[config.mk]
export PLATFORM = sky130hd
export DESIGN_NAME = frame_sync_crc_check
export DESIGN_NICKNAME = d
export VERILOG_FILES = /design/src/design/fsc_pkg.sv /design/src/design/fsc_front.sv /design/src/design/fsc_queue.sv /design/src/design/fsc_back.sv /design/src/design/frame_sync_crc_check.sv
export SDC_FILE = /design/constraint.sdc
export NUM_CORES = 1
export LEC_CHECK = 0
export BUFFER_PORTS_ARGS = -buffer_cell sky130_fd_sc_hd__buf_4
export CAP_MARGIN = 40
export CORE_MARGIN = 4
export CORE_UTILIZATION = 35
export DETAILED_ROUTE_END_ITERATION = 6
export SLEW_MARGIN = 20
export SYNTH_ARGS = -nofsm -noshare
export SYNTH_HDL_FRONTEND = slang
export SYNTH_SLANG_ARGS = --single-unit
[constraint.sdc]
create_clock -name aclk -period 7.2 [get_ports aclk]
set_clock_uncertainty 0.15 [all_clocks]
set_input_delay 0.36 -clock aclk [delete_from_list [all_inputs] [get_ports aclk]]
set_output_delay 0.36 -clock aclk [all_outputs]
set_load 0.1 [all_outputs]
[src/design/fsc_pkg.sv]
// ----------------------------------------------------------------------------
// fsc_pkg
// Shared types, constants and helpers for the frame sync / CRC check block.
// ----------------------------------------------------------------------------
package fsc_pkg;

    localparam int MAX_FRAME_BYTES_DEF = 2048;
    localparam int MARKER_BYTES        = 4;
    localparam int QUEUE_DEPTH         = 2;

    localparam logic [7:0] MARKER [MARKER_BYTES] = '{8'h1a, 8'hcf, 8'hfc, 8'h1d};

    localparam logic [15:0] CRC_INIT = 16'hffff;
    localparam logic [15:0] CNT_MAX  = 16'hffff;

    localparam logic [4:0]  HEADER_BYTES_RST = 5'd6;
    localparam logic [15:0] FRAME_LEN_M1_RST = 16'd1114;
    localparam logic        FECF_ENABLE_RST  = 1'b1;

    localparam logic [1:0] REQ_DATA  = 2'd0;
    localparam logic [1:0] REQ_FORCE = 2'd1;
    localparam logic [1:0] REQ_CLEAR = 2'd2;

    localparam logic [1:0] CFG_HEADER_BYTES = 2'd0;
    localparam logic [1:0] CFG_FRAME_LEN_M1 = 2'd1;
    localparam logic [1:0] CFG_FECF_ENABLE  = 2'd2;

    typedef enum logic [1:0] {
        KIND_DATA,
        KIND_FORCE,
        KIND_CLEAR,
        KIND_NONE
    } kind_t;

    typedef struct packed {
        kind_t                     kind;
        logic [7:0]                data;
        logic [MARKER_BYTES-1:0]   marker_hit;
    } item_t;

    typedef struct packed {
        logic        byte_valid;
        logic [7:0]  frame_byte;
        logic [10:0] byte_position;
        logic        frame_end;
        logic        frame_good;
        logic        overflow_seen;
        logic [15:0] sync_error_total;
        logic [15:0] crc_error_total;
        logic [15:0] overflow_error_total;
    } result_t;

    function automatic logic [15:0] crc_byte(input logic [15:0] crc_in, input logic [7:0] b);
        logic [15:0] c;
        logic        fb;
        c = crc_in;
        for (int k = 0; k < 8; k++) begin
            fb = b[7-k] ^ c[15];
            c  = {c[14:0], 1'b0} ^ {3'b000, fb, 6'b000000, fb, 4'b0000, fb};
        end
        return c;
    endfunction

    function automatic logic [15:0] sat_inc(input logic [15:0] v);
        return (v != CNT_MAX) ? v + 16'd1 : v;
    endfunction

endpackage

[src/design/fsc_front.sv]
// ----------------------------------------------------------------------------
// fsc_front
// Input side: decodes the request type and precomputes marker byte matches.
// ----------------------------------------------------------------------------
module fsc_front (
    input  logic             s_tvalid,
    output logic             s_tready,
    input  logic [7:0]       s_tdata,
    input  logic [1:0]       s_tuser,
    output logic             push_valid,
    input  logic             push_ready,
    output fsc_pkg::item_t   push_item
);
    import fsc_pkg::*;

    always_comb begin
        push_item.data = s_tdata;
        for (int k = 0; k < MARKER_BYTES; k++) begin
            push_item.marker_hit[k] = (s_tdata == MARKER[k]);
        end
        unique case (s_tuser)
            REQ_DATA:  push_item.kind = KIND_DATA;
            REQ_FORCE: push_item.kind = KIND_FORCE;
            REQ_CLEAR: push_item.kind = KIND_CLEAR;
            default:   push_item.kind = KIND_NONE;
        endcase
    end

    assign push_valid = s_tvalid;
    assign s_tready   = push_ready;

endmodule

[src/design/fsc_queue.sv]
// ----------------------------------------------------------------------------
// fsc_queue
// Short FIFO of classified words between the front and back sections.
// ----------------------------------------------------------------------------
module fsc_queue (
    input  logic             aclk,
    input  logic             aresetn,
    input  logic             push_valid,
    output logic             push_ready,
    input  fsc_pkg::item_t   push_item,
    output logic             pop_valid,
    input  logic             pop_ready,
    output fsc_pkg::item_t   pop_item
);
    import fsc_pkg::*;

    localparam int PW = $clog2(QUEUE_DEPTH);
    localparam int CW = $clog2(QUEUE_DEPTH + 1);

    item_t           mem [QUEUE_DEPTH];
    logic [PW-1:0]   wr_ptr_reg, wr_ptr_next;
    logic [PW-1:0]   rd_ptr_reg, rd_ptr_next;
    logic [CW-1:0]   count_reg, count_next;
    logic            do_push, do_pop;

    assign push_ready = (count_reg != CW'(QUEUE_DEPTH));
    assign pop_valid  = (count_reg != '0);
    assign pop_item   = mem[rd_ptr_reg];
    assign do_push    = push_valid && push_ready;
    assign do_pop     = pop_valid && pop_ready;

    always_comb begin
        wr_ptr_next = do_push ? wr_ptr_reg + PW'(1) : wr_ptr_reg;
        rd_ptr_next = do_pop  ? rd_ptr_reg + PW'(1) : rd_ptr_reg;
        count_next  = count_reg + CW'(do_push) - CW'(do_pop);
    end

    always_ff @(posedge aclk) begin
        if (do_push) begin
            mem[wr_ptr_reg] <= push_item;
        end
    end

    always_ff @(posedge aclk) begin
        if (!aresetn) begin
            wr_ptr_reg <= '0;
            rd_ptr_reg <= '0;
            count_reg  <= '0;
        end else begin
            wr_ptr_reg <= wr_ptr_next;
            rd_ptr_reg <= rd_ptr_next;
            count_reg  <= count_next;
        end
    end

endmodule

[src/design/fsc_back.sv]
// ----------------------------------------------------------------------------
// fsc_back
// Frame state: marker hunt, length latch, CRC check, error counters and
// the registered result word.
// ----------------------------------------------------------------------------
module fsc_back #(
    parameter int MAX_FRAME_BYTES = fsc_pkg::MAX_FRAME_BYTES_DEF
) (
    input  logic              aclk,
    input  logic              aresetn,
    input  logic              pop_valid,
    output logic              pop_ready,
    input  fsc_pkg::item_t    pop_item,
    output logic              out_valid,
    input  logic              out_ready,
    output fsc_pkg::result_t  out_result,
    input  logic              cfg_valid,
    output logic              cfg_ready,
    input  logic [1:0]        cfg_index,
    input  logic [15:0]       cfg_data
);
    import fsc_pkg::*;

    localparam int LW  = $clog2(MAX_FRAME_BYTES + 1);
    localparam int TWC = $clog2(MAX_FRAME_BYTES + 33);
    localparam int TW  = (TWC > 11) ? TWC : 11;
    localparam logic [16:0] MAX17 = 17'(MAX_FRAME_BYTES);

    logic [4:0]    header_reg;
    logic [15:0]   flm1_reg;
    logic          fecf_reg;

    logic          in_frame_reg, in_frame_next;
    logic [1:0]    mark_idx_reg, mark_idx_next;
    logic [TW-1:0] taken_reg, taken_next;
    logic          in_sync_reg, in_sync_next;
    logic          len_set_reg, len_set_next;
    logic [LW-1:0] len_reg, len_next;
    logic [15:0]   crc_reg, crc_next;
    logic [15:0]   last2_reg, last2_next;
    logic [15:0]   sync_cnt_reg, sync_cnt_next;
    logic [15:0]   crc_cnt_reg, crc_cnt_next;
    logic [15:0]   ovf_cnt_reg, ovf_cnt_next;
    logic          out_valid_reg, out_valid_next;
    result_t       out_reg, out_next;

    logic          step, hit, hunt, framed, complete, start;
    logic          latch_due, drop, len_set_after, fin, good;
    logic [TW-1:0] taken_inc, taken_chk, eff, len_ext, hdr_ext;
    logic [LW-1:0] len_cfg, len_after;
    logic [15:0]   crc_upd, crc_new, last2_new;

    assign cfg_ready = 1'b1;
    assign pop_ready = !out_valid_reg || out_ready;
    assign step      = pop_valid && pop_ready;

    always_comb begin
        hit       = pop_item.marker_hit[mark_idx_reg];
        hunt      = (pop_item.kind == KIND_DATA) && !in_frame_reg;
        framed    = (pop_item.kind == KIND_DATA) && in_frame_reg;
        complete  = hunt && hit && (mark_idx_reg == 2'd3);
        start     = (pop_item.kind == KIND_FORCE) || complete;
        taken_inc = taken_reg + TW'(1);
        taken_chk = start ? '0 : taken_inc;
        hdr_ext   = TW'(header_reg);
        crc_upd   = crc_byte(crc_reg, last2_reg[15:8]);
        crc_new   = (taken_reg >= TW'(2)) ? crc_upd : crc_reg;
        last2_new = {last2_reg[7:0], pop_item.data};
        len_cfg   = LW'({1'b0, flm1_reg} + 17'd1);
        latch_due = (start || (framed && !len_set_reg)) && (taken_chk >= hdr_ext);
        drop      = latch_due && ({1'b0, flm1_reg} >= MAX17);
        len_after = latch_due ? len_cfg : len_reg;
        len_set_after = len_set_reg || latch_due;
        len_ext   = TW'(len_after);
        eff       = (len_ext > hdr_ext) ? len_ext : hdr_ext;
        fin       = framed && !drop && len_set_after && (taken_inc >= eff);
        good      = !fecf_reg || ((eff >= TW'(2)) && (crc_new == last2_new));
    end

    always_comb begin
        in_frame_next  = in_frame_reg;
        mark_idx_next  = mark_idx_reg;
        taken_next     = taken_reg;
        in_sync_next   = in_sync_reg;
        len_set_next   = len_set_reg;
        len_next       = len_reg;
        crc_next       = crc_reg;
        last2_next     = last2_reg;
        sync_cnt_next  = sync_cnt_reg;
        crc_cnt_next   = crc_cnt_reg;
        ovf_cnt_next   = ovf_cnt_reg;
        out_valid_next = out_valid_reg && !out_ready;
        out_next       = out_reg;

        if (step) begin
            out_valid_next         = 1'b1;
            out_next.byte_valid    = 1'b0;
            out_next.frame_byte    = '0;
            out_next.byte_position = '0;
            out_next.frame_end     = 1'b0;
            out_next.frame_good    = 1'b0;
            out_next.overflow_seen = 1'b0;

            unique case (pop_item.kind)
                KIND_CLEAR: begin
                    sync_cnt_next = '0;
                    crc_cnt_next  = '0;
                    ovf_cnt_next  = '0;
                end
                KIND_FORCE, KIND_DATA: begin
                    if (hunt && !complete) begin
                        if (hit) begin
                            mark_idx_next = mark_idx_reg + 2'd1;
                        end else begin
                            in_sync_next  = 1'b0;
                            mark_idx_next = pop_item.marker_hit[0] ? 2'd1 : 2'd0;
                        end
                    end
                    if (start) begin
                        if (complete && !in_sync_reg) begin
                            sync_cnt_next = sat_inc(sync_cnt_reg);
                        end
                        in_frame_next = 1'b1;
                        taken_next    = '0;
                        in_sync_next  = 1'b1;
                        len_set_next  = 1'b0;
                        crc_next      = CRC_INIT;
                        last2_next    = '0;
                    end
                    if (framed) begin
                        out_next.byte_valid    = 1'b1;
                        out_next.frame_byte    = pop_item.data;
                        out_next.byte_position = taken_reg[10:0];
                        taken_next             = taken_inc;
                        crc_next               = crc_new;
                        last2_next             = last2_new;
                    end
                    if (latch_due && !drop) begin
                        len_set_next = 1'b1;
                        len_next     = len_cfg;
                    end
                    if (drop) begin
                        out_next.overflow_seen = 1'b1;
                        in_sync_next  = 1'b0;
                        in_frame_next = 1'b0;
                        mark_idx_next = '0;
                        len_set_next  = 1'b0;
                        ovf_cnt_next  = sat_inc(ovf_cnt_reg);
                    end
                    if (fin) begin
                        out_next.frame_end  = 1'b1;
                        out_next.frame_good = good;
                        if (!good) begin
                            crc_cnt_next = sat_inc(crc_cnt_reg);
                        end
                        in_frame_next = 1'b0;
                        mark_idx_next = '0;
                        len_set_next  = 1'b0;
                    end
                end
                default: begin
                end
            endcase

            out_next.sync_error_total = sync_cnt_next
                + 16'((sync_cnt_next != CNT_MAX) && !in_sync_next);
            out_next.crc_error_total      = crc_cnt_next;
            out_next.overflow_error_total = ovf_cnt_next;
        end
    end

    always_ff @(posedge aclk) begin
        if (!aresetn) begin
            header_reg <= HEADER_BYTES_RST;
            flm1_reg   <= FRAME_LEN_M1_RST;
            fecf_reg   <= FECF_ENABLE_RST;
        end else if (cfg_valid && cfg_ready) begin
            unique case (cfg_index)
                CFG_HEADER_BYTES: header_reg <= cfg_data[4:0];
                CFG_FRAME_LEN_M1: flm1_reg   <= cfg_data;
                CFG_FECF_ENABLE:  fecf_reg   <= cfg_data[0];
                default: begin
                end
            endcase
        end
    end

    always_ff @(posedge aclk) begin
        if (!aresetn) begin
            in_frame_reg  <= 1'b0;
            mark_idx_reg  <= '0;
            taken_reg     <= '0;
            in_sync_reg   <= 1'b1;
            len_set_reg   <= 1'b0;
            len_reg       <= '0;
            crc_reg       <= CRC_INIT;
            last2_reg     <= '0;
            sync_cnt_reg  <= '0;
            crc_cnt_reg   <= '0;
            ovf_cnt_reg   <= '0;
            out_valid_reg <= 1'b0;
        end else begin
            in_frame_reg  <= in_frame_next;
            mark_idx_reg  <= mark_idx_next;
            taken_reg     <= taken_next;
            in_sync_reg   <= in_sync_next;
            len_set_reg   <= len_set_next;
            len_reg       <= len_next;
            crc_reg       <= crc_next;
            last2_reg     <= last2_next;
            sync_cnt_reg  <= sync_cnt_next;
            crc_cnt_reg   <= crc_cnt_next;
            ovf_cnt_reg   <= ovf_cnt_next;
            out_valid_reg <= out_valid_next;
        end
    end

    always_ff @(posedge aclk) begin
        out_reg <= out_next;
    end

    assign out_valid  = out_valid_reg;
    assign out_result = out_reg;

    ap_len_only_in_frame: assert property (@(posedge aclk) disable iff (!aresetn)
        len_set_reg |-> in_frame_reg)
        else $error("length latched outside a frame");

    ap_len_range: assert property (@(posedge aclk) disable iff (!aresetn)
        len_set_reg |-> (len_reg != '0) && (TW'(len_reg) <= TW'(MAX_FRAME_BYTES)))
        else $error("latched length out of range");

    ap_end_is_byte: assert property (@(posedge aclk) disable iff (!aresetn)
        out_valid_reg && (out_reg.frame_end || out_reg.frame_good) |->
            out_reg.byte_valid && out_reg.frame_end)
        else $error("frame end flags without a frame byte");

endmodule

[src/design/frame_sync_crc_check.sv]
// ----------------------------------------------------------------------------
// frame_sync_crc_check
// Byte stream frame synchronizer (marker 1ACFFC1D) with CRC-16 FECF check.
//
//   channel  dir  handshake          payload
//   s_       in   s_tvalid/s_tready  tdata: data_byte | tuser: req_type
//   m_       out  m_tvalid/m_tready  tdata: byte, position, totals
//                                    tuser: flags | tlast: frame_end
//   cfg_     in   cfg_valid/ready    cfg_index, cfg_data
//
// One word in per cycle sustained while neither side stalls; every input word yields one output word.
// A result reaches m_ through the queue write and then the output register;
// a stall on m_ can hold it in the queue.
// Marker byte compares sit in the front end; the byte-wide CRC update is combinational in the back end.
// A two-word queue decouples input and output stalls; s_tready drops only
// when the queue is full. Reset is synchronous.
// ----------------------------------------------------------------------------
module frame_sync_crc_check #(
    parameter int MAX_FRAME_BYTES = fsc_pkg::MAX_FRAME_BYTES_DEF
) (
    input  logic        aclk,
    input  logic        aresetn,
    input  logic        s_tvalid,
    output logic        s_tready,
    input  logic [7:0]  s_tdata,   // [7:0] data_byte
    input  logic [1:0]  s_tuser,   // [1:0] req_type
    output logic        m_tvalid,
    input  logic        m_tready,
    output logic [71:0] m_tdata,   // [7:0] frame_byte, [18:8] byte_position,
                                   // [34:19] sync_error_total,
                                   // [50:35] crc_error_total,
                                   // [66:51] overflow_error_total, rest zero
    output logic [2:0]  m_tuser,   // [0] byte_valid, [1] frame_good, [2] overflow_seen
    output logic        m_tlast,
    input  logic        cfg_valid,
    output logic        cfg_ready,
    input  logic [1:0]  cfg_index,
    input  logic [15:0] cfg_data
);
    import fsc_pkg::*;

    logic    push_valid, push_ready, pop_valid, pop_ready;
    item_t   push_item, pop_item;
    result_t res;

    fsc_front u_front (
        .s_tvalid   (s_tvalid),
        .s_tready   (s_tready),
        .s_tdata    (s_tdata),
        .s_tuser    (s_tuser),
        .push_valid (push_valid),
        .push_ready (push_ready),
        .push_item  (push_item)
    );

    fsc_queue u_queue (
        .aclk       (aclk),
        .aresetn    (aresetn),
        .push_valid (push_valid),
        .push_ready (push_ready),
        .push_item  (push_item),
        .pop_valid  (pop_valid),
        .pop_ready  (pop_ready),
        .pop_item   (pop_item)
    );

    fsc_back #(
        .MAX_FRAME_BYTES (MAX_FRAME_BYTES)
    ) u_back (
        .aclk       (aclk),
        .aresetn    (aresetn),
        .pop_valid  (pop_valid),
        .pop_ready  (pop_ready),
        .pop_item   (pop_item),
        .out_valid  (m_tvalid),
        .out_ready  (m_tready),
        .out_result (res),
        .cfg_valid  (cfg_valid),
        .cfg_ready  (cfg_ready),
        .cfg_index  (cfg_index),
        .cfg_data   (cfg_data)
    );

    assign m_tdata = {5'b00000, res.overflow_error_total, res.crc_error_total,
                      res.sync_error_total, res.byte_position, res.frame_byte};
    assign m_tuser = {res.overflow_seen, res.frame_good, res.byte_valid};
    assign m_tlast = res.frame_end;

endmodule

==> results.cfg <==
[status]
status = completed

[synth]
postSynthAreaPerCell_um2 = 9.16
yosysTopAreaCellShare_pct = 23.2
yosysUniqueCellTypes = 87
synthArstFlopShare_pct = 0
synth_area_leader_cell = edfxtp_1
synthCells = 1399
synth_warnings = 0
synthFlopType = dfxtp_1
syn_area_mm2 = 0.0128
synth-edff-count = 99
yosysSeqAreaShare_pct = 44.6
synth.top_cells.by_area = edfxtp_1, dfxtp_1, nand2_1
ys_ff_latch = 236

[place]
gp_congestion = 0.862
port_buffers = 105
post-dp-hpwl_mm = 23.5
dpl_cell_area_mm2 = 0.0140
place_ws_ns = -0.0621

[routing]
detail_route.iter0.violations = 824
final_antenna_net_count = 0
viasPerCell = 5.44
wl_per_cell_um = 17.3
drc = 0
dr.pass1.iters = 5
drt-total-wl_mm = 34.4
vias = 10800

[global_routing]
antenna_found_initial = 0
grt_overflow = 0
grt_pass1_vias = 10400
grt_max_degree = 66
grt_pass1_wl_mm = 55.3
track_usage_pct = 16.9

[cells_and_area]
final_util_pct = 42.5
fin_area_mm2 = 0.0152
layout_common_cells = nand2_1, nor2_1, buf_4
largest_reg_flops = 71
fill_cells = 3449
diodes = 0
areaGrowthSynthToFinish_pct = 18.9
nNetsFinal = 1580
layout_commonest_cell = nand2_1
drive_gt1_share_pct = 15.9

[cts]
path_clk_slew_ns = 0.06
insertion_delay_ns = 0.54
cts_buffers = 27
h-tree-depth = 1
tritoncts = built
root_buffer = clkbuf_16
cts_buffer_depth = 3
cts_sinks = 236

[setup_path]
r2r-end = u_back.crc_cnt_reg[10]$_SDFFE_PN0P_
slowest_stage = a311oi_2
rr_startpoint = u_queue.mem[1][13]$_DFFE_PP_
cp_data_required_time_ns = 7.52
cp.arrival_ns = 7.02
cpPeakStageDelay_ns = 0.46
cp_max_fo = 7
critical_path.startpoint = u_queue.mem[1][13]$_DFFE_PP_
reg2reg_depth = 30
end_kind = register
r2r_setup_slack_ns = 0.50
endpoint = u_back.crc_cnt_reg[10]$_SDFFE_PN0P_
crit_type = register to register
critPathLaunchType = register

[sta]
period_minus_slack_ns = 6.70
finalMaxSlewViolations = 0
finalSetupViolCount = 0
finalHoldViolCount = 0
hold-worst-slack_ns = 0.0652
slew_headroom_pct = 46.0
fmax_ghz = 0.149
worst_slack_ns = 0.495
min_period_over_period_pct = 93.1
rsz0062_at_grt = no
setup_tns_ns = 0
tightest_slew_ns = 0.810

[pwr]
pwr-share-comb_pct = 40.2
powerDensity_mw_per_mm2 = 340
clkPwrFrac_pct = 25.1
switching_share_pct = 45.0
ir_worst_vdd_mv = 0.290
p_int_mw = 2.85
p_sw_mw = 2.33
p_seq_share_pct = 34.6
p_leak_nw = 5.65

[flow_run]
maxCapViolCount = 0

[die]
num_rows = 69
die_h_um = 199
fp.dieArea_mm2 = 0.0397
io_pins = 112
initial_utilization_pct = 35.8
die_w_um = 199
coreArea_mm2 = 0.0358

[min_path]
hold_path.class = input port to register
holdCritStartpoint = s_tvalid
[how the worst min path moves through the flow]
| stage | to | slack (ns) | cells after the start |
|---|---|---|---|
| 2_1_floorplan | u_back.flm1_reg[15]$_SDFFE_PN0P_ | 0.29 | 2 |
| 3_3_place_gp | u_back.flm1_reg[15]$_SDFFE_PN0P_ | 0.29 | 2 |
| 3_5_place_dp | u_back.flm1_reg[13]$_SDFFE_PN0P_ | 0.30 | 2 |
| 4_1_cts | u_queue.wr_ptr_reg$_SDFFE_PN0P_ | 0.04 | 4 |
| 5_1_grt | u_queue.wr_ptr_reg$_SDFFE_PN0P_ | 0.12 | 4 |
| 6_report | u_queue.wr_ptr_reg$_SDFFE_PN0P_ | 0.07 | 4 |
[cells in the mapped netlist, types with 34 or more instances]
cell / count
nand2_1: 161
nor2_1: 148
dfxtp_1: 137
edfxtp_1: 99
nand3_1: 63
a21oi_1: 60
clkbuf_1: 60
xnor2_1: 56
mux2i_1: 44
nor3_1: 43
o21ai_0: 39
ha_1: 34
[cell families after synthesis]
logic type | after synthesis | share of synthesized area, %
AND/OR/NAND/NOR | 590 | 22.9
AO/OA/AOI/OAI | 272 | 14.4
flip-flops | 236 | 44.6
buffers and inverters | 124 | 4.26
XOR/XNOR | 83 | 5.67
multiplexers | 58 | 4.81
adder cells (fa/ha/maj) | 34 | 3.32
other | 2 | 0.0586
[metal layers]
metal	up-vias	global-route usage (%)	part of all wire (%)
met5	-	0	0
met3	51	2.11	5.0
met1	5182	24.1	47
met4	0	3.72	2.0
met2	293	27.6	46
li1	5317	-	-
[area by class of cell]
cell class	count	area (um2)	share of cell area, %
clock buffers	29	683	4.48
inverters	34	130	0.854
repair buffers	171	1370	8.98
multi-input cells	1043	6610	43.3
clock inverters	21	158	1.03
flip-flops and latches	236	5720	37.5
well taps	461	577	3.79
[power by group through the flow]
stage	Clock, mW	Sequential, mW	Combinational [mW]
5_1_grt	1.40	1.82	2.19
3_5_place_dp	0	1.82	2.08
4_1_cts	1.34	1.80	2.09
6_report	1.30	1.79	2.09
2_1_floorplan	0	2.86	0.565
3_3_place_gp	0	1.82	2.07
[stage by stage]
| stage | std cells | power, mW |
|---|---|---|
| floorplan | 1403 | 3.43 |
| global placement | 1906 | 3.88 |
| detailed placement | 1908 | 3.90 |
| CTS | 1987 | 5.23 |
| global route | 1995 | 5.41 |
| finish | 1995 | 5.18 |
[what timing repair did]
action / in CTS / in global routing
hold buffers: 27 / 0
resized for setup: 1 / 12
hold endpoints to repair: 43 / 0
pin swaps: 1 / 5
endpoints found under the setup margin: 4 / 38
buffers inserted: 2 / 6
[worst max-delay path: cells and delay by family (launching register included)]
kind,cells,cell delay [ns]
DFF,1,0.44
buffers and inverters,3,0.49
adders and majority gates,3,0.85
and+or+nand+nor,9,1.80
AOI/OAI and AO/OA,13,2.28
muxes,2,0.63
(Power assumes the default switching activity.)
